### src/rtl/nfc_rfd_pkg.sv
// ----------------------------------------------------------------------------
// NFC response frame deframer package
// Frame constants, status codes and phase encoding shared by the deframer.
// ----------------------------------------------------------------------------
package nfc_rfd_pkg;

    localparam int unsigned ByteW   = 8;
    localparam int unsigned StatusW = 3;

    localparam logic [ByteW-1:0] PREAMBLE   = 8'h00;
    localparam logic [ByteW-1:0] START_CODE1 = 8'h00;
    localparam logic [ByteW-1:0] START_CODE2 = 8'hFF;
    localparam logic [ByteW-1:0] FRAME_ID   = 8'hD5;
    localparam logic [ByteW-1:0] LIMIT_CAP  = 8'd254;
    localparam logic [ByteW-1:0] MAX_LEN_RESET = 8'd254;

    typedef logic [ByteW-1:0] byte_t;

    typedef enum logic [StatusW-1:0] {
        ST_OK        = 3'd0,
        ST_NOT_READY = 3'd1,
        ST_BAD_START = 3'd2,
        ST_LEN_SUM   = 3'd3,
        ST_BAD_ID    = 3'd4,
        ST_TOO_LONG  = 3'd5,
        ST_DATA_SUM  = 3'd6,
        ST_CUT_SHORT = 3'd7
    } status_t;

    typedef enum logic [9:0] {
        PH_IDLE = 10'b00_0000_0001,
        PH_PRE  = 10'b00_0000_0010,
        PH_SC1  = 10'b00_0000_0100,
        PH_SC2  = 10'b00_0000_1000,
        PH_LEN  = 10'b00_0001_0000,
        PH_LCS  = 10'b00_0010_0000,
        PH_TFI  = 10'b00_0100_0000,
        PH_DATA = 10'b00_1000_0000,
        PH_DCS  = 10'b01_0000_0000,
        PH_POST = 10'b10_0000_0000
    } phase_t;

endpackage

### src/rtl/nfc_response_frame_deframer.sv
// ----------------------------------------------------------------------------
// NFC response frame deframer
// Checks a controller response frame byte by byte and forwards its payload.
// ----------------------------------------------------------------------------
// Usage:
//   Input channel: one received word per handshake (rx_byte, frame_start),
//   taken when in_valid is high and in_stall is low. frame_start marks the
//   ready byte that opens a frame.
//   Output channel: at most one word per input word, held while out_stall is
//   high. A payload word carries out_byte and byte_index with last low; the
//   frame-ending word has last high, status and payload_length.
//   Config channel: max_data_len written on cfg_valid with cfg_ready (always
//   high); write only while the block is idle.
//   Path: output valid rises after input acceptance (input register, then
//   result register). Throughput: one word per cycle while out_stall is
//   low, set by the single registered pass from the input register to the
//   result register. A stalled receiver fills the result register; the
//   input register then holds and in_stall rises until the result is taken.
//   Reset: all handshake state clears, the parser waits for a frame start and
//   max_data_len returns to 254.
// ----------------------------------------------------------------------------
module nfc_response_frame_deframer
(
    input  logic                   clk,
    input  logic                   rst_n,
    input  logic                   cfg_valid,
    output logic                   cfg_ready,
    input  nfc_rfd_pkg::byte_t     max_data_len,
    input  logic                   in_valid,
    output logic                   in_stall,
    input  nfc_rfd_pkg::byte_t     rx_byte,
    input  logic                   frame_start,
    output logic                   out_valid,
    input  logic                   out_stall,
    output nfc_rfd_pkg::byte_t     out_byte,
    output nfc_rfd_pkg::byte_t     byte_index,
    output logic                   last,
    output logic [2:0]             status,
    output nfc_rfd_pkg::byte_t     payload_length
);
    import nfc_rfd_pkg::*;

    byte_t   max_len_reg;
    logic    in_valid_reg;
    byte_t   rx_byte_reg;
    logic    frame_start_reg;

    phase_t  phase_reg;
    phase_t  phase_next;
    byte_t   frame_len_reg;
    byte_t   frame_len_next;
    byte_t   count_reg;
    byte_t   count_next;
    byte_t   sum_reg;
    byte_t   sum_next;

    logic    out_valid_reg;
    byte_t   out_byte_reg;
    byte_t   out_byte_next;
    byte_t   index_reg;
    byte_t   index_next;
    logic    last_reg;
    logic    last_next;
    status_t status_reg;
    status_t status_next;
    byte_t   plen_reg;
    byte_t   plen_next;
    logic    res_valid;

    logic    out_ready;
    logic    step_fire;
    byte_t   data_len;
    byte_t   limit;
    byte_t   sum_add;
    byte_t   count_inc;

    assign cfg_ready = 1'b1;
    assign out_ready = !out_valid_reg || !out_stall;
    assign in_stall  = in_valid_reg && !out_ready;
    assign step_fire = in_valid_reg && out_ready;

    assign data_len  = frame_len_reg - 8'd1;
    assign limit     = (max_len_reg > LIMIT_CAP) ? LIMIT_CAP : max_len_reg;
    assign sum_add   = sum_reg + rx_byte_reg;
    assign count_inc = count_reg + 8'd1;

    always_comb
    begin
        phase_next     = phase_reg;
        frame_len_next = frame_len_reg;
        count_next     = count_reg;
        sum_next       = sum_reg;
        res_valid      = 1'b0;
        out_byte_next  = '0;
        index_next     = '0;
        last_next      = 1'b0;
        status_next    = ST_OK;
        plen_next      = '0;

        if (frame_start_reg)
        begin
            frame_len_next = '0;
            count_next     = '0;
            sum_next       = '0;
            if (phase_reg != PH_IDLE)
            begin
                res_valid   = 1'b1;
                last_next   = 1'b1;
                status_next = ST_CUT_SHORT;
            end
            if (!rx_byte_reg[0])
            begin
                phase_next = PH_IDLE;
                if (phase_reg == PH_IDLE)
                begin
                    res_valid   = 1'b1;
                    last_next   = 1'b1;
                    status_next = ST_NOT_READY;
                end
            end
            else
            begin
                phase_next = PH_PRE;
            end
        end
        else
        begin
            unique case (phase_reg)
                PH_IDLE:
                begin
                    phase_next = PH_IDLE;
                end
                PH_PRE:
                begin
                    phase_next = PH_SC1;
                    if (rx_byte_reg != PREAMBLE)
                    begin
                        res_valid   = 1'b1;
                        last_next   = 1'b1;
                        status_next = ST_BAD_START;
                        phase_next  = PH_IDLE;
                    end
                end
                PH_SC1:
                begin
                    phase_next = PH_SC2;
                    if (rx_byte_reg != START_CODE1)
                    begin
                        res_valid   = 1'b1;
                        last_next   = 1'b1;
                        status_next = ST_BAD_START;
                        phase_next  = PH_IDLE;
                    end
                end
                PH_SC2:
                begin
                    phase_next = PH_LEN;
                    if (rx_byte_reg != START_CODE2)
                    begin
                        res_valid   = 1'b1;
                        last_next   = 1'b1;
                        status_next = ST_BAD_START;
                        phase_next  = PH_IDLE;
                    end
                end
                PH_LEN:
                begin
                    frame_len_next = rx_byte_reg;
                    phase_next     = PH_LCS;
                end
                PH_LCS:
                begin
                    phase_next = PH_TFI;
                    if ((frame_len_reg + rx_byte_reg) != 8'd0)
                    begin
                        res_valid   = 1'b1;
                        last_next   = 1'b1;
                        status_next = ST_LEN_SUM;
                        phase_next  = PH_IDLE;
                    end
                end
                PH_TFI:
                begin
                    if (rx_byte_reg != FRAME_ID)
                    begin
                        res_valid   = 1'b1;
                        last_next   = 1'b1;
                        status_next = ST_BAD_ID;
                        phase_next  = PH_IDLE;
                    end
                    else if (data_len > limit)
                    begin
                        res_valid   = 1'b1;
                        last_next   = 1'b1;
                        status_next = ST_TOO_LONG;
                        phase_next  = PH_IDLE;
                    end
                    else
                    begin
                        sum_next   = FRAME_ID;
                        count_next = '0;
                        phase_next = (data_len == 8'd0) ? PH_DCS : PH_DATA;
                    end
                end
                PH_DATA:
                begin
                    res_valid     = 1'b1;
                    out_byte_next = rx_byte_reg;
                    index_next    = count_reg;
                    sum_next      = sum_add;
                    count_next    = count_inc;
                    if (count_inc >= data_len)
                    begin
                        phase_next = PH_DCS;
                    end
                end
                PH_DCS:
                begin
                    sum_next   = sum_add;
                    phase_next = PH_POST;
                    if (sum_add != 8'd0)
                    begin
                        res_valid   = 1'b1;
                        last_next   = 1'b1;
                        status_next = ST_DATA_SUM;
                        phase_next  = PH_IDLE;
                    end
                end
                PH_POST:
                begin
                    res_valid   = 1'b1;
                    last_next   = 1'b1;
                    status_next = ST_OK;
                    plen_next   = data_len;
                    phase_next  = PH_IDLE;
                end
                default:
                begin
                    phase_next = PH_IDLE;
                end
            endcase
        end
    end

    always_ff @(posedge clk or negedge rst_n)
    begin
        if (!rst_n)
        begin
            max_len_reg   <= MAX_LEN_RESET;
            in_valid_reg  <= 1'b0;
            phase_reg     <= PH_IDLE;
            frame_len_reg <= '0;
            count_reg     <= '0;
            sum_reg       <= '0;
            out_valid_reg <= 1'b0;
        end
        else
        begin
            if (cfg_valid && cfg_ready)
            begin
                max_len_reg <= max_data_len;
            end
            if (!in_stall)
            begin
                in_valid_reg <= in_valid;
            end
            if (step_fire)
            begin
                phase_reg     <= phase_next;
                frame_len_reg <= frame_len_next;
                count_reg     <= count_next;
                sum_reg       <= sum_next;
            end
            if (out_ready)
            begin
                out_valid_reg <= step_fire && res_valid;
            end
        end
    end

    always_ff @(posedge clk)
    begin
        if (in_valid && !in_stall)
        begin
            rx_byte_reg     <= rx_byte;
            frame_start_reg <= frame_start;
        end
        if (step_fire && res_valid)
        begin
            out_byte_reg <= out_byte_next;
            index_reg    <= index_next;
            last_reg     <= last_next;
            status_reg   <= status_next;
            plen_reg     <= plen_next;
        end
    end

    assign out_valid      = out_valid_reg;
    assign out_byte       = out_byte_reg;
    assign byte_index     = index_reg;
    assign last           = last_reg;
    assign status         = status_reg;
    assign payload_length = plen_reg;

    a_stall_only_when_full: assert property (@(posedge clk) disable iff (!rst_n)
        in_stall |-> (out_valid && out_stall))
        else $error("input stalled while result register can drain");

    a_payload_word_clean: assert property (@(posedge clk) disable iff (!rst_n)
        (out_valid && !last) |-> (status == ST_OK && payload_length == 8'd0))
        else $error("payload word carries status or length");

    a_error_no_length: assert property (@(posedge clk) disable iff (!rst_n)
        (out_valid && last && status != ST_OK) |-> (payload_length == 8'd0
            && out_byte == 8'd0 && byte_index == 8'd0))
        else $error("error end carries nonzero fields");

    a_data_index_in_range: assert property (@(posedge clk) disable iff (!rst_n)
        (phase_reg == PH_DATA) |-> (count_reg < data_len))
        else $error("payload count ran past frame length");

    a_result_needs_step: assert property (@(posedge clk) disable iff (!rst_n)
        ($rose(out_valid)) |-> $past(step_fire))
        else $error("result appeared without a processed word");

endmodule

### config.mk
export PLATFORM = sky130hd
export DESIGN_NAME = nfc_response_frame_deframer
export DESIGN_NICKNAME = d
export VERILOG_FILES = /design/src/rtl/nfc_rfd_pkg.sv /design/src/rtl/nfc_response_frame_deframer.sv
export SDC_FILE = /design/constraint.sdc
export NUM_CORES = 1
export LEC_CHECK = 0
export BUFFER_PORTS_ARGS = -buffer_cell sky130_fd_sc_hd__buf_2
export CELL_PAD_IN_SITES_DETAIL_PLACEMENT = 0
export CELL_PAD_IN_SITES_GLOBAL_PLACEMENT = 1
export CORE_MARGIN = 4
export CORE_UTILIZATION = 42
export DETAILED_ROUTE_END_ITERATION = 8
export GPL_TIMING_DRIVEN = 0
export HOLD_SLACK_MARGIN = 0.1
export PLACE_DENSITY = 0.81
export SYNTH_ARGS = -nofsm -noshare
export SYNTH_HDL_FRONTEND = slang
export SYNTH_SLANG_ARGS = --single-unit
### constraint.sdc
create_clock -name clk -period 3.9 [get_ports clk]
set_input_delay 0.585 -clock clk [delete_from_list [all_inputs] [get_ports clk]]
set_output_delay 0.585 -clock clk [all_outputs]
set_load 0.005 [all_outputs]
-- Word level (Yosys, flattened, before mapping)
Cells that the tools add are included.
- bits in registers: 81
- bits in latches: 0
- RAM bits: 0
- ROM bits: 0
- input port bits: 22
- output and inout bits: 31
- word-level logic and storage cells: 111
- memories: 0
- add/sub/neg operators: 4
- $mul: 0
- divide/modulo/power cells: 0
- $lt $le $gt $ge: 3
- equality and inequality tests: 16
- shift-type cells: 0
- muxes and demuxes: 47
- bitwise gates (word level): 2
- reduce and logical (&&, ||, !) cells: 25
- operators with widths (kind ; count):
    $pmux 10 s8 ; 1
    $mux 8 ; 9
    $pmux 8 s2 ; 2
    $mux 10 ; 3
    $mux 9 ; 3
    $mux 3 ; 8
    $reduce_bool 8->1 ; 3
    $add 8x8->8 ; 2
    $ne 8x8->1 const B ; 2
    $pmux 3 s5 ; 1
    $pmux 1 s6 ; 2
    $mux 1 ; 11
    $eq 10x1->1 const B ; 1
    $eq 10x10->1 const B ; 1
    $eq 10x2->1 const B ; 1
    $eq 10x3->1 const B ; 1
    $eq 10x4->1 const B ; 1
    $eq 10x5->1 const B ; 1
    $eq 10x6->1 const B ; 1
    $eq 10x7->1 const B ; 1
    $eq 10x8->1 const B ; 1
    $eq 10x9->1 const B ; 1
    $ne 10x1->1 const B ; 1
    $reduce_or 2->1 ; 5
    19 further kinds ; 34

-- Logic depth before layout (Yosys ltp)
Gate-level depths: netlist (run 1).
- depth after elaboration: 8
- depth in mapped cells: 14
- depth with buffers taken out: 13

-- Worst setup path after synthesis (run 1)
Ideal clock, no wire load.
- path type: register to register
- start point: register frame_len_reg[2]
- end point: register index_reg[0], in the netlist byte_index[0] (enable)
- setup time: 0.423 ns
- arrival time: 3.507 ns
- data required time: 3.477 ns
- setup slack: -0.029 ns
- cell stages (with the launch flop): 12
- buffers on the path: 0
- clock period less this slack: 3.929 ns
- cells stage by stage: dfrtp_1 or3_1 nor3_1 xnor2_1 inv_1 ha_1 a21oi_1 o21ai_0 nor3_1 nor3_1 nor2_1 a21oi_1
- word-level cells in the longest chain between the ends: 7
- elaborated cells between the ends (all ways): 10
- those cells by class: add/sub: 2; order compare: 1; mux: 5; reduce/logical: 2
- ends and longest elaborated chain (element ; line ; source):
    from (decl) ; nfc_response_frame_deframer.sv:50 ; byte_t frame_len_reg;
    from (signal assigned) ; nfc_response_frame_deframer.sv:270 ; frame_len_reg <= frame_len_next;
    $sub 8x1->8 ; nfc_response_frame_deframer.sv:82 ; assign data_len = frame_len_reg - 8'd1;
    named net data_len[5] ; nfc_response_frame_deframer.sv:72 ; byte_t data_len;
    $gt 8x8->1 ; nfc_response_frame_deframer.sv:191 ; else if (data_len > limit)
    $mux 1 ; nfc_response_frame_deframer.sv:191 ;
    $mux 1 ; nfc_response_frame_deframer.sv:184 ; if (rx_byte_reg != FRAME_ID)
    $pmux 1 s6 ; nfc_response_frame_deframer.sv:128 ; unique case (phase_reg)
    $mux 1 ; nfc_response_frame_deframer.sv:100 ; if (frame_start_reg)
    $logic_and 1x1->1 ; nfc_response_frame_deframer.sv:288 ; if (step_fire && res_valid)
    to (signal assigned) ; nfc_response_frame_deframer.sv:291 ; index_reg <= index_next;
    to (decl) ; nfc_response_frame_deframer.sv:60 ; byte_t index_reg;
The timed path passes the listed nets, and every way through them passes these cells.
A chain may end at the register's enable or synchronous reset.

-- Worst setup path in the final report (run 1)
- start point: register frame_len_reg[0]
- end point: register index_reg[0], in the netlist byte_index[0] (enable)
- word-level cells in the longest chain between the ends: 7
- elaborated cells between the ends (all ways): 10
- those cells by class: add/sub: 2; order compare: 1; mux: 5; reduce/logical: 2
- ends and longest elaborated chain (element ; line):
    $sub 8x1->8 ; nfc_response_frame_deframer.sv:82
    $gt 8x8->1 ; nfc_response_frame_deframer.sv:191
    $mux 1 ; nfc_response_frame_deframer.sv:191
    $mux 1 ; nfc_response_frame_deframer.sv:184
    $pmux 1 s6 * ; nfc_response_frame_deframer.sv:128
    $mux 1 * ; nfc_response_frame_deframer.sv:100
    $logic_and 1x1->1 * ; nfc_response_frame_deframer.sv:288
Every way passes the cells marked *; elsewhere a longest branch is shown, timed or not.

==> flow_results.org, run 1 <==
** Logic synthesis
- Sequential cells were found to cover 45.2% of the synthesized design area.
- Synthesized cell area :: 0.00491 mm²
- Flip-flop and latch count after synthesis :: 81
- The number of nets handed over by synthesis was 548.
- Most common cell in the netlist :: sky130_fd_sc_hd__nor2_1
- Netlist cell types :: 72
- Leading register cell type out of synthesis :: sky130_fd_sc_hd__edfxtp_1
- Most area-consuming cells after synthesis :: sky130_fd_sc_hd__edfxtp_1 (23%), sky130_fd_sc_hd__dfrtp_1 (18%), sky130_fd_sc_hd__ha_1 (8.4%)
- Cell accounting for the most synthesized area :: sky130_fd_sc_hd__edfxtp_1
- Synthesized instance count :: 491
- Number of synthesized flops with an enable pin :: 37
- The average instance in the mapped netlist occupies 10.0 µm².
- Most frequent cells after synthesis :: sky130_fd_sc_hd__nor2_1 (39), sky130_fd_sc_hd__edfxtp_1 (37), sky130_fd_sc_hd__dfrtp_1 (36), sky130_fd_sc_hd__nand2_1 (36), sky130_fd_sc_hd__ha_1 (33)
- Async set or reset register ratio after synthesis :: 54.3%
- For this run, the number of Yosys warnings is 0.
- The synthesized design devotes to its leading area cell type 22.6% of total area.

** Clocking
- TritonCTS built the clock tree.
- CTS Buffer Depth :: 2
- The number of clock buffers added by TritonCTS is 9.
- Buffer count from post-CTS setup fixing :: 0
- Clock insertion delay at the later pin of the skew report :: 0.35 ns
- The H-tree was split into 3 levels.
- For this design, the sink count on the clock tree is 81.
- Number of hold-repair buffers added at the cts stage :: 0
- The tree is rooted in a sky130_fd_sc_hd__clkbuf_16.
- After clock tree synthesis, the clock-pin slew on the worst setup and hold paths is 0.07 ns.

** Timing
- Final min period :: 3.52 ns
- Final Hold Vio Count :: 0
- Derived from the worst setup path, the maximum achievable clock frequency is 0.284 GHz.
- Final-report max-slew violation count :: 0
- Final hold analysis gives a worst-case slack of 0.408 ns.
- The worst path uses 90.3% of the clock period.
- Adding up every negative setup slack in the final design gives 0 ns.
- Setup Viol. Count Final :: 0
- Actual transition at the worst max-transition pin :: 1.07 ns
- Setup repair after global routing left no endpoint under its margin.
- The clock arrives with 0.0109 ns of skew.
- The worst pin sits at a relative slew slack of 29.0%.
- Setup slack closes at 0.378 ns.

** Detailed routing
- Signal routing reaches up to met4.
- Remaining antenna violation count after routing :: 0
- After detailed routing, the wire length on met1 is 5.70 mm.
- Routed wire per std cell :: 17.9 µm
- Pre-Repair DR Iteration Count :: 6
- First DRT Iteration DRCs :: 319
- The detailed router placed 4,053 vias in this run.
- Met2 routed WL :: 5.97 mm
- Summed over all layers, the routed wires come to 12.5 mm.
- Using the TritonRoute via totals, the vias-per-cell ratio works out to 5.77.
- Residual DRC count :: 0
- Wire segments on met3 add up to 588 µm in the final route.

** Setup path
- Class of the most critical setup path :: flip-flop to flip-flop
- Launching element type of the critical path :: flip-flop
- Worst Path Max Fanout :: 14
- FF-to-FF Start :: frame_len_reg[0]$_DFFE_PN0P_
- CP startpoint :: frame_len_reg[0]$_DFFE_PN0P_
- Worst setup EP type :: flip-flop
- Worst endpoint data arrival time :: 3.57 ns
- Data required time at the worst endpoint :: 3.94 ns

** Floorplan
- The die covers 0.0135 mm².
- Initial Util :: 43.0%
- Number of top-level pins :: 53
- In this run the vertical extent of the chip is 116 µm.
- Measured along the x axis, the die boundary spans 116 µm.
- After floorplanning, the core was sized to cover 0.0114 mm².
- Std-Cell Rows :: 39

** Placed design
- Input and output buffers added on the ports amount to 51.
- HPWL after detailed placement :: 9.16 mm
- # placed instances :: 685
- At the end of routability-driven placement, the weighted congestion stood at 0.917.
- Post-place setup slack :: 0.0305 ns
- Area after detailed placement :: 0.00536 mm²

** Final layout
- After the last flow step, the layout net total stands at 611.
- The register with the most flip-flops in the layout has 10 of them.
- Fillers :: 1,073
- Compared with the post-synthesis result, the final layout area differs by 15.7%.
- With fillers left out, the area of the finished cells amounts to 0.00569 mm².
- Sequential cell area :: 0.00222 mm²
- Summing all multi-input logic gate instances after layout gives 0.00255 mm².
- Final design utilization :: 49.8%
- 0 antenna diodes ended up in the layout.
- In the final layout, the share of cells above drive strength 1 is 18.2%.
- After the flow finishes, the layout carries non-filler instances totaling 702.

** Power
- VDD sags by at most 0.000217 V.
- Power density of the placed cells :: 443 mW/mm²
- Overall power :: 2.52 mW
- The analysis attributes to cell leakage a power of 2.42 nW.

** Worst hold path
- The tightest min-delay check is of the input pin to flip-flop type.
- In this run the most critical hold path is launched from rx_byte[1].

** Run status
- The run finished with clean final reports.

** Job
- Max-cap check violation count :: 0

** Global routing
- GRT Overall Usage :: 18.8%
- Wire length of the first global-routing pass :: 19.7 mm
- Largest net degree at the start of global routing :: 45
- Summed over all layers, the global routing overflow is 0.
- The initial antenna violation count was 0.
- Number of global-route vias before repair :: 3,962
metal layers:
metal	vias up	global-route usage (%)
met5	-	0
li1	1935	-
met2	122	31.1
met3	25	3.63
met4	0	6.57
met1	1971	24.8
cell type report:
cell class	instances	share of cell area, %
Sequential cell	81	39.1
Buffer	15	1.23
Clock inverter	6	1.17
Tap cell	143	3.15
Inverter	29	1.91
Timing Repair Buffer	51	4.49
Clock buffer	10	4.03
Multi-Input combinational cell	367	44.9
cell families after synthesis:
| group | synth area share, % |
|---|---|
| flops | 45.2 |
| compound gates | 16.5 |
| xor+xnor | 4.05 |
| other cells | 0.0763 |
| fa+ha+maj | 9.22 |
| mux | 0.637 |
| buf+inv | 3.64 |
| simple gates | 20.7 |
final timing paths:
check	cells past startpoint	to	slack, ns
max	10	byte_index[0]$_SDFFCE_PP0P_	0.38
min	1	rx_byte_reg[1]$_DFFE_PP_	0.41
max reg2reg	10	byte_index[0]$_SDFFCE_PP0P_	0.38
min reg2reg	1	sum_reg[0]$_DFFE_PN0P_	0.51
max in group asynchronous	1	frame_len_reg[5]$_DFFE_PN0P_	2.81
min in group asynchronous	1	count_reg[1]$_DFFE_PN0P_	0.43
critical path, stage by stage, from the launching register on:
cell and delay [ns]:
sky130_fd_sc_hd__dfrtp_1 0.53, sky130_fd_sc_hd__ha_1 0.24, sky130_fd_sc_hd__inv_1 0.06, sky130_fd_sc_hd__fa_1 0.41, sky130_fd_sc_hd__xnor2_1 0.15, sky130_fd_sc_hd__nor3b_1 0.23, sky130_fd_sc_hd__o2111ai_1 0.19, sky130_fd_sc_hd__a221oi_2 0.44
sky130_fd_sc_hd__o221ai_2 0.24, sky130_fd_sc_hd__nor3_2 0.46, sky130_fd_sc_hd__a21oi_4 0.27
report_power, final:
group,switching (mW),internal (mW)
logic,0.380,0.239
registers,0.0619,0.975
clock network,0.363,0.498
cells in the final DEF, fill, tap and decap left out, types with 3 or more instances in the layout:
| cell type | n |
|---|---|
| sky130_fd_sc_hd__and2_1 | 17 |
| sky130_fd_sc_hd__nor2_1 | 39 |
| sky130_fd_sc_hd__a32o_1 | 3 |
| sky130_fd_sc_hd__nor2b_1 | 13 |
| sky130_fd_sc_hd__nor3b_1 | 7 |
| sky130_fd_sc_hd__xnor2_1 | 10 |
| sky130_fd_sc_hd__inv_1 | 29 |
| sky130_fd_sc_hd__and3_1 | 3 |
| sky130_fd_sc_hd__a21oi_1 | 16 |
| sky130_fd_sc_hd__dfrtp_1 | 36 |
| sky130_fd_sc_hd__edfxtp_1 | 37 |
| sky130_fd_sc_hd__a211oi_1 | 3 |
| sky130_fd_sc_hd__or2_2 | 3 |
| sky130_fd_sc_hd__nand2_1 | 36 |
| sky130_fd_sc_hd__nand2b_1 | 8 |
| sky130_fd_sc_hd__or3_1 | 5 |
| sky130_fd_sc_hd__clkbuf_1 | 12 |
| sky130_fd_sc_hd__o21ai_0 | 30 |
| sky130_fd_sc_hd__ha_1 | 33 |
| sky130_fd_sc_hd__nand3_1 | 16 |
| sky130_fd_sc_hd__o2bb2ai_1 | 5 |
| sky130_fd_sc_hd__o31ai_1 | 5 |
| sky130_fd_sc_hd__dfstp_2 | 8 |
| sky130_fd_sc_hd__and4_1 | 3 |
| sky130_fd_sc_hd__nor4_1 | 8 |
| sky130_fd_sc_hd__clkbuf_16 | 9 |
| sky130_fd_sc_hd__nand4_1 | 8 |
| sky130_fd_sc_hd__buf_2 | 53 |
| sky130_fd_sc_hd__o41ai_1 | 3 |
| sky130_fd_sc_hd__nor3_1 | 13 |
| sky130_fd_sc_hd__a21o_1 | 8 |
| sky130_fd_sc_hd__a31o_2 | 8 |
| sky130_fd_sc_hd__xor2_1 | 10 |
repair_timing:
item / 4_1_cts / 5_1_grt
resized for setup: 0 / 4
setup endpoints to repair: 0 / 33
endpoints found under the hold margin: 0 / 0
Power figures use the tool's default switching activity.
==> inputs of run 2 (changes only) <==
--- a/config.mk
+++ b/config.mk
@@ -5,15 +5,15 @@
 export SDC_FILE = /design/constraint.sdc
 export NUM_CORES = 1
 export LEC_CHECK = 0
-export BUFFER_PORTS_ARGS = -buffer_cell sky130_fd_sc_hd__buf_2
 export CELL_PAD_IN_SITES_DETAIL_PLACEMENT = 0
 export CELL_PAD_IN_SITES_GLOBAL_PLACEMENT = 1
 export CORE_MARGIN = 4
-export CORE_UTILIZATION = 42
+export CORE_UTILIZATION = 45
 export DETAILED_ROUTE_END_ITERATION = 8
+export DONT_BUFFER_PORTS = 1
 export GPL_TIMING_DRIVEN = 0
 export HOLD_SLACK_MARGIN = 0.1
-export PLACE_DENSITY = 0.81
+export PLACE_DENSITY = 0.8
 export SYNTH_ARGS = -nofsm -noshare
 export SYNTH_HDL_FRONTEND = slang
 export SYNTH_SLANG_ARGS = --single-unit
==> run 2 against run 1 <==
Against the previous run: first-iteration DRC count is 3.8% lower; global-route usage is 0.92 points higher; via count is 5.2% lower; critical endpoint is now count_reg[2]$_DFFE_PN0P_; largest power group unchanged.
==> flow_results.org, run 2 (same netlist as run 1, synthesis figures left out) <==
** Worst hold path
- The startpoint identified for the worst hold timing path is rx_byte[3].
- In this run the worst hold path is classified as input pin to flip-flop.
- Hold Crit Depth :: 0 (-1)
- The path with the worst hold slack has its endpoint at rx_byte_reg[3]$_DFFE_PP_.

** Clocking
- Clock insertion delay at the later pin of the skew report :: 0.37 ns (+0.02 ns)
- Clock tree root buffer cell :: sky130_fd_sc_hd__clkbuf_8
- Clock net sink count :: 81 (unchanged)
- TritonCTS built the clock tree.
- The clock-pin slew of the registers on the worst-case setup and hold paths was 0.09 ns (+0.02 ns).
- Max H-tree Level :: 3 (unchanged)
- Total CTS buffers :: 9 (unchanged)
- CTS Buffer Depth :: 2 (unchanged)

** Timing
- Setup Viol. Count Final :: 0 (unchanged)
- The largest clock skew in the final design is 0.00627 ns (-0.00460 ns).
- Final-report max-slew violation count :: 0 (unchanged)
- Final min period :: 3.68 ns (+0.163 ns)
- The final clock period utilization by the worst path came to 94.5% (+4.2 points).
- The slew at the pin closest to its max-slew limit came to 0.742 ns (-0.323 ns).
- Worst rel slew slack :: 50.0% (+21 points)
- RSZ-0062 raised after global routing :: no
- The top achievable clock speed came to 0.271 GHz (-4.4%).
- The final hold violation count was 0 (unchanged).

** Setup path
- The worst setup path is captured at a flip-flop.
- Data required time at the worst endpoint :: 4.15 ns (+0.21 ns)
- The reg-to-reg setup timing slack is 0.22 ns (-0.16 ns).
- The worst setup path is launched from a flip-flop.
- Destination of the worst register-to-register timing path :: count_reg[2]$_DFFE_PN0P_
- Class of the most critical setup path :: flip-flop to flip-flop
- The startpoint identified for the worst register-to-register timing path is frame_len_reg[2]$_DFFE_PN0P_.
- The highest net fanout along the worst path was 8 (-6).
- Depth of the worst register-to-register path :: 11 (+1)
- The arrival time of the worst setup path came to 3.94 ns (+0.37 ns).

** Job
- Max-cap check violation count :: 0 (unchanged)

** Final layout
- The diode insertion count for antenna repair was 0 (unchanged).
- Fillers :: 964 (-10%)
- Fraction of final layout cells with drive strength greater than 1 :: 10.4% (-7.9 points)
- Leaving out fill and tap cells, the most frequent cells in the layout are sky130_fd_sc_hd__nor2_1 (39), sky130_fd_sc_hd__edfxtp_1 (37), sky130_fd_sc_hd__nand2_1 (36), sky130_fd_sc_hd__dfrtp_1 (36), sky130_fd_sc_hd__ha_1 (33).
- Max reg flops :: 10 (unchanged)
- Commonest non-fill, non-tap cell in the layout :: sky130_fd_sc_hd__nor2_1
- The final non-filler cell area is 0.00537 mm² (-5.5%).
- Count of nets after finishing :: 563 (-7.9%)
- The final cell count without fillers came to 647 (-7.8%).
- From synthesis to final layout, the design area changed by 9.35%.

** Power
- The worst voltage drop across the vdd grid is 0.000205 V (-5.5%).
- Leakage power total :: 2.21 nW (-8.7%)
- Power density of the placed cells :: 421 mW/mm² (-4.9%)

** Floorplan
- Die area :: 0.0127 mm² (-6.2%)
- Number of top-level pins :: 53 (unchanged)
- The area of the core region came to 0.0105 mm² (-8.4%).
- The die boundary height is 112 µm (-3.2%).
- The effective utilization at floorplan is 47.0% (+3.9 points).
- The width of the die was 112 µm (-3.2%).
- Std-Cell Rows :: 37 (-5.1%)

** Detailed routing
- Total Routed Length :: 12.4 mm (-1.1%)
- The number of design rule violations left after detail routing is 0 (unchanged).
- The initial DRC count is 307 (-3.8%).
- The total via count in the routed design came to 3,841 (-5.2%).
- Pre-Repair DR Iteration Count :: 5 (-1)
- The average wire length per cell after detail routing came to 19.2 µm (+7.3%).
- The via density per instance is 5.94 (+2.8%).
- The residual antenna-violating net count after detailed routing was 0 (unchanged).

** Global routing
- The total grt overflow is 0 (unchanged).
- GRT Overall Usage :: 19.7% (+0.92 points)
- Largest net degree at the start of global routing :: 45 (unchanged)
- Wire length of the first global-routing pass :: 19.7 mm (+0.18%)
- Antenna violations before repair :: 0 (unchanged)
- The via count of the first global-routing pass is 3,821 (-3.6%).

** Run status
- The flow ran to the end, and the final reports show no timing, DRC or antenna violations.

** Placed design
- PortBufs :: 0 (-100%)
- RD Place Congestion :: 0.930 (+1.4%)
- The number of placed instances, taps included came to 627 (-8.5%).
- The total cell area at the placement stage came to 0.00509 mm² (-5.1%).
- The post-detailed-placement half-perimeter wirelength came to 9.00 mm (-1.8%).
[run 2: changes by cell type in the layout (fill, tap and decap cells not counted), sizes merged]
cell / previous run / this run
dlygate4sd3: 0 / 1
clkinv: 2 / 5
clkinvlp: 2 / 0
clkbuf: 21 / 20
buf: 55 / 6
[run 2: worst max-delay path by stage]
stage | start | endpoint | slack (ns) | cells after the start
6_report | frame_len_reg[2]$_DFFE_PN0P_ | count_reg[2]$_DFFE_PN0P_ | 0.22 | 11
5_1_grt | frame_len_reg[2]$_DFFE_PN0P_ | payload_length[4]$_SDFFCE_PP0P_ | 0.01 | 11
4_1_cts | frame_len_reg[0]$_DFFE_PN0P_ | byte_index[7]$_SDFFCE_PP0P_ | 0.04 | 12
3_5_place_dp | frame_len_reg[0]$_DFFE_PN0P_ | payload_length[6]$_SDFFCE_PP0P_ | -0.42 | 12
3_3_place_gp | frame_len_reg[0]$_DFFE_PN0P_ | out_byte[6]$_SDFFCE_PP0P_ | -0.23 | 12
2_1_floorplan | frame_len_reg[2]$_DFFE_PN0P_ | byte_index[0]$_SDFFCE_PP0P_ | 0.52 | 11
[run 2: cell type report]
cell class,instances,area (µm²),share of cell area (%)
buffer,15,70.1,1.30
clock buffer,9,124,2.31
clock inverter,7,70.1,1.30
inverter,29,109,2.03
multi-input combinational,367,2550,47.5
sequential,81,2220,41.4
tap,136,170,3.17
timing repair buffer,3,57.6,1.07
[run 2: critical path, cell delays in order (launching register included)]
cell and delay (ns):
sky130_fd_sc_hd__dfrtp_1 0.48, sky130_fd_sc_hd__nor4_1 0.40, sky130_fd_sc_hd__nand2_1 0.11, sky130_fd_sc_hd__xor2_1 0.37, sky130_fd_sc_hd__inv_1 0.13, sky130_fd_sc_hd__ha_1 0.35, sky130_fd_sc_hd__a21oi_1 0.15, sky130_fd_sc_hd__o21ai_0 0.11
sky130_fd_sc_hd__o21ai_0 0.62, sky130_fd_sc_hd__o211a_1 0.28, sky130_fd_sc_hd__o21ai_2 0.16, sky130_fd_sc_hd__a221o_1 0.41
[run 2: through the flow]
step                setup WS [ns]  hold WS [ns]  TNS, ns  utilization, %  power [mW]
finish                      0.215         0.305        0            51.4        2.26
detailed placement         -0.423         0.291   -11.81            48.6        1.62
global placement           -0.233         0.291    -6.46            48.6        1.59
floorplan                   0.519         0.289        0               -        1.46
CTS                        0.0422         0.287        0            50.9        2.26
global route               0.0136         0.276        0            51.4        2.40
[run 2: what timing repair did]
item	4_1_cts	5_1_grt
hold buffers	2	0
hold endpoints to repair	44	0
setup endpoints to repair	28	29
gates resized for setup	1	3
buffers inserted	0	1
pin swaps	0	1
gates cloned	0	1
[run 2: metal layers]
layer | wire (µm) | vias up | track usage, % | share of wire [%]
met2 | 5890 | 131 | 31.0 | 47
met4 | 328 | 0 | 8.65 | 2.6
met3 | 627 | 28 | 4.31 | 5.1
li1 | - | 1836 | - | -
met1 | 5560 | 1846 | 26.2 | 45
met5 | 0 | - | 0 | 0
[run 2: report_power, final]
group / leakage, nW / internal (mW) / switching (mW)
clock network: 0.101 / 0.296 / 0.327
logic: 1.18 / 0.220 / 0.375
registers: 0.919 / 0.975 / 0.0696
==> inputs of run 3 (changes only) <==
--- a/config.mk
+++ b/config.mk
@@ -7,6 +7,7 @@
 export LEC_CHECK = 0
 export CELL_PAD_IN_SITES_DETAIL_PLACEMENT = 0
 export CELL_PAD_IN_SITES_GLOBAL_PLACEMENT = 1
+export CORE_ASPECT_RATIO = 1.25
 export CORE_MARGIN = 4
 export CORE_UTILIZATION = 45
 export DETAILED_ROUTE_END_ITERATION = 8
==> run 3 against run 2 <==
Against the previous run: first-iteration DRC count increased by 1.3%; final area grew 2.6%; clock skew about the same; global-route usage up 0.095 points; combinational power fell by 4.2%; final cell count fell by 0.93%; clock power rose by 67%; setup slack better by 0.11 ns; sequential share of layout area fell by 1.0 points; largest power group unchanged.
==> flow_results.org, run 3 (same netlist as run 1, synthesis figures left out) <==
** Run status
- The run finished with clean final reports.

** Power
- The proportion of power drawn by flip-flops and latches was 39.4% (-6.8 points).
- The ratio of total power to cell area came to 482 mW/mm² (+15%).
- The switching power as a share of total power was 29.2% (-4.9 points).
- The cell-internal power is 1.88 mW (+26%).
- Max IR drop VDD :: 0.000238 V (+16%)
- The standby leakage power was 2.27 nW (+2.9%).
- The combinational group share of total power was 21.5% (-4.8 points).
- Clock share of power :: 39.1% (+12 points)
- The reported net switching power came to 777 µW (+0.65%).

** Setup path
- The worst setup path is captured at a flip-flop.
- Depth of the worst register-to-register path :: 11 (unchanged)
- The startpoint identified for the worst register-to-register timing path is frame_len_reg[2]$_DFFE_PN0P_.
- The arrival time of the worst setup path was 3.79 ns (-0.15 ns).
- The critical path's largest stage delay was 0.57 ns (-0.05 ns).
- The reg-to-reg setup timing slack was 0.33 ns (+0.11 ns).
- Slowest cell on the critical path :: sky130_fd_sc_hd__o21ai_0
- The worst setup path is launched from a flip-flop.
- The endpoint identified for the worst register-to-register timing path is count_reg[2]$_DFFE_PN0P_.
- Worst path buffer plus inverter count :: 1 (unchanged)
- The endpoint required time on the critical path is 4.12 ns (-0.03 ns).
- The critical path is of the flip-flop to flip-flop type.
- The highest net fanout along the worst path came to 8 (unchanged).
- The critical path goes through nor4_1, nand2_1, xor2_1, inv_1, ha_1, a21oi_1, o21ai_0, o21ai_0, o211a_1, o21ai_2, a221o_1.
- Among cell families on the critical path, the largest total delay comes from compound AO/OA/AOI/OAI gates.
- The most numerous cell type found on the critical path is sky130_fd_sc_hd__o21ai_0.

** Floorplan
- The area of the core region came to 0.0106 mm² (+1.5%).
- Die area :: 0.0127 mm² (about the same)
- The number of ports placed on the die boundary was 53 (unchanged).
- Initial Util :: 46.3% (-0.68 points)
- Die width :: 101 µm (-9.8%)
- Chip Height :: 125 µm (+11%)
- The cell row count came to 42 (+14%).

** Final layout
- Count of nets after finishing :: 561 (-0.36%)
- Leaving out fill and tap cells, the most frequent cell in the layout is sky130_fd_sc_hd__nor2_1.
- The diode insertion count for antenna repair is 0 (unchanged).
- The share of final-layout standard cells stronger than drive strength 1 was 10.2% (-0.16 points).
- Finished Layout Cells :: 641 (-0.93%)
- Most frequent cells in the layout :: sky130_fd_sc_hd__nor2_1 (39), sky130_fd_sc_hd__edfxtp_1 (37), sky130_fd_sc_hd__nand2_1 (36), sky130_fd_sc_hd__dfrtp_1 (36), sky130_fd_sc_hd__ha_1 (33)
- The flip-flop count of the largest register, all copies and words added is 10 (unchanged).
- Layout overhead on the synthesized area :: 12.1%
- The number of inserted filler cells in the final layout was 951 (-1.3%).

** Timing
- Setup repair after global routing could not meet its margin everywhere.
- Hold_ws :: 0.0963 ns (-0.209 ns)
- The slew at the pin closest to its max-slew limit came to 0.720 ns (-0.0225 ns).
- The summed negative setup slack over all endpoints came to 0 ns (unchanged).
- The setup violation total in the final timing report is 0 (unchanged).
- The final critical-path required period is 3.57 ns (-0.113 ns).
- The final hold violation count came to 0 (unchanged).
- The final clock period utilization by the worst path was 91.6% (-2.9 points).
- Post-Route Skew :: 0.00672 ns (+0.000450 ns)
- The number of pins exceeding their max-slew limit in the final report is 0 (unchanged).
- The headroom to the max-slew limit was 51.6% (+1.6 points).
- Max frequency :: 0.280 GHz (+3.2%)

** Clocking
- The clock-pin slew of the registers on the worst-case setup and hold paths came to 0.06 ns (-0.03 ns).
- Total CTS buffers :: 9 (unchanged)
- Clock tree root buffer cell :: sky130_fd_sc_hd__clkbuf_16
- Clock insertion delay at the later pin of the skew report :: 0.34 ns (-0.03 ns)
- TritonCTS built the clock tree.
- The H-tree depth was 3 (unchanged).
- The number of clock sinks is 81 (unchanged).
- CTS Buffer Depth :: 2 (unchanged)
- Buffer count from post-CTS setup fixing :: 0 (unchanged)

** Placed design
- PortBufs :: 0 (unchanged)
- The weighted congestion reported at the end of routability-driven placement came to 0.890 (-4.3%).
- The number of placed instances, taps included came to 623 (-0.64%).
- The post-detailed-placement half-perimeter wirelength came to 8.90 mm (-1.1%).

** Detailed routing
- The number of design rule violations left after detail routing was 0 (unchanged).
- Pre-Repair DR Iteration Count :: 4 (-1)
- The routed length on met3 is 647 µm (+3.2%).
- The total routed wirelength is 12.2 mm (-2.0%).
- The average wire length per cell after detail routing was 19.0 µm (-1.1%).
- The residual antenna-violating net count after detailed routing came to 0 (unchanged).
- Routed vias :: 3,819 (-0.57%)
- The detailed-routing wirelength on met1 came to 5.18 mm (-6.7%).
- Met2 routed WL :: 6.03 mm (+2.4%)
- Top routing layer used :: met4
- Vias per std cell :: 5.96 (+0.36%)
- First DRT Iteration DRCs :: 311 (+1.3%)

** Global routing
- Largest net degree at the start of global routing :: 45 (unchanged)
- The global router's overall resource usage was 19.8% (+0.095 points).
- The total grt overflow is 0 (unchanged).
- Antenna violations before repair :: 0 (unchanged)
- The via count of the first global-routing pass was 3,897 (+2.0%).
- The first-pass GRT wire length came to 19.8 mm (+0.14%).

** Job
- Max-cap check violation count :: 0 (unchanged)

** Worst hold path
- Hold Path Class :: input pin to asynchronous set/reset pin
run 3: cell count changes in the layout (fill, tap and decap cells not counted), sizes merged:
cell | previous run | this run
buf | 6 | 5
bufinv | 1 | 4
clkinv | 5 | 2
dlygate4sd3 | 1 | 0
run 3: cell type report:
class	count	area [µm²]	share of cell area (%)
Multi-Input combinational cell	367	2550	46.3
Buffer	15	70.1	1.27
Clock buffer	9	225	4.09
Sequential cell	81	2220	40.3
Inverter	29	109	1.98
Tap cell	132	165	3.00
Clock inverter	7	141	2.57
Timing Repair Buffer	1	27.5	0.500
run 3: timing repair:
action,in CTS,in global routing
cloned,0,1
setup endpoints to repair,28,33
hold buffers,1,0
resized for setup,1,3
endpoints found under the hold margin,44,0
run 3: power groups by stage:
| stage | clock (mW) | combinational [mW] | sequential (mW) |
|---|---|---|---|
| finish | 1.04 | 0.571 | 1.05 |
| global route | 1.09 | 0.652 | 1.06 |
| CTS | 1.05 | 0.561 | 1.05 |
| detailed placement | 0 | 0.542 | 1.07 |
| global placement | 0 | 0.520 | 1.06 |
| floorplan | 0 | 0.419 | 1.04 |
run 3: how the worst max path moves through the flow:
| stage | startpoint | slack, ns | to | cells past startpoint |
|---|---|---|---|---|
| after CTS | frame_len_reg[0]$_DFFE_PN0P_ | 0.09 | out_byte[0]$_SDFFCE_PP0P_ | 12 |
| after detailed placement | frame_len_reg[0]$_DFFE_PN0P_ | -0.33 | out_byte[6]$_SDFFCE_PP0P_ | 12 |
| after global routing | frame_len_reg[2]$_DFFE_PN0P_ | -0.005 | count_reg[2]$_DFFE_PN0P_ | 11 |
| after floorplan | frame_len_reg[2]$_DFFE_PN0P_ | 0.52 | byte_index[0]$_SDFFCE_PP0P_ | 11 |
| after global placement | frame_len_reg[0]$_DFFE_PN0P_ | -0.16 | out_byte[5]$_SDFFCE_PP0P_ | 12 |
| final | frame_len_reg[2]$_DFFE_PN0P_ | 0.33 | count_reg[2]$_DFFE_PN0P_ | 11 |
run 3: worst register-to-register path, delay by kind of cell, from the launching register on:
family / cells / cell delay [ns]
DFF: 1 / 0.46
buffers and inverters: 1 / 0.13
AOI/OAI and AO/OA: 6 / 1.71
xor gates and xnor gates: 1 / 0.29
and+or+nand+nor: 2 / 0.52
adders and majority gates: 1 / 0.34
run 3: metal layers:
metal / global-route usage [%] / vias to the layer above
met5: 0 / -
met4: 7.82 / 0
met3: 4.15 / 28
met2: 32.7 / 112
met1: 24.9 / 1843
li1: - / 1836
run 3: through the flow:
step	utilization, %	instance area, µm²	setup WS (ns)	power [mW]
after floorplan	-	4920	0.519	1.46
after global placement	47.9	5080	-0.156	1.58
after global routing	51.9	5510	-0.00511	2.80
final	51.9	5510	0.329	2.66
after detailed placement	47.9	5080	-0.332	1.61
after CTS	51.7	5480	0.0875	2.66
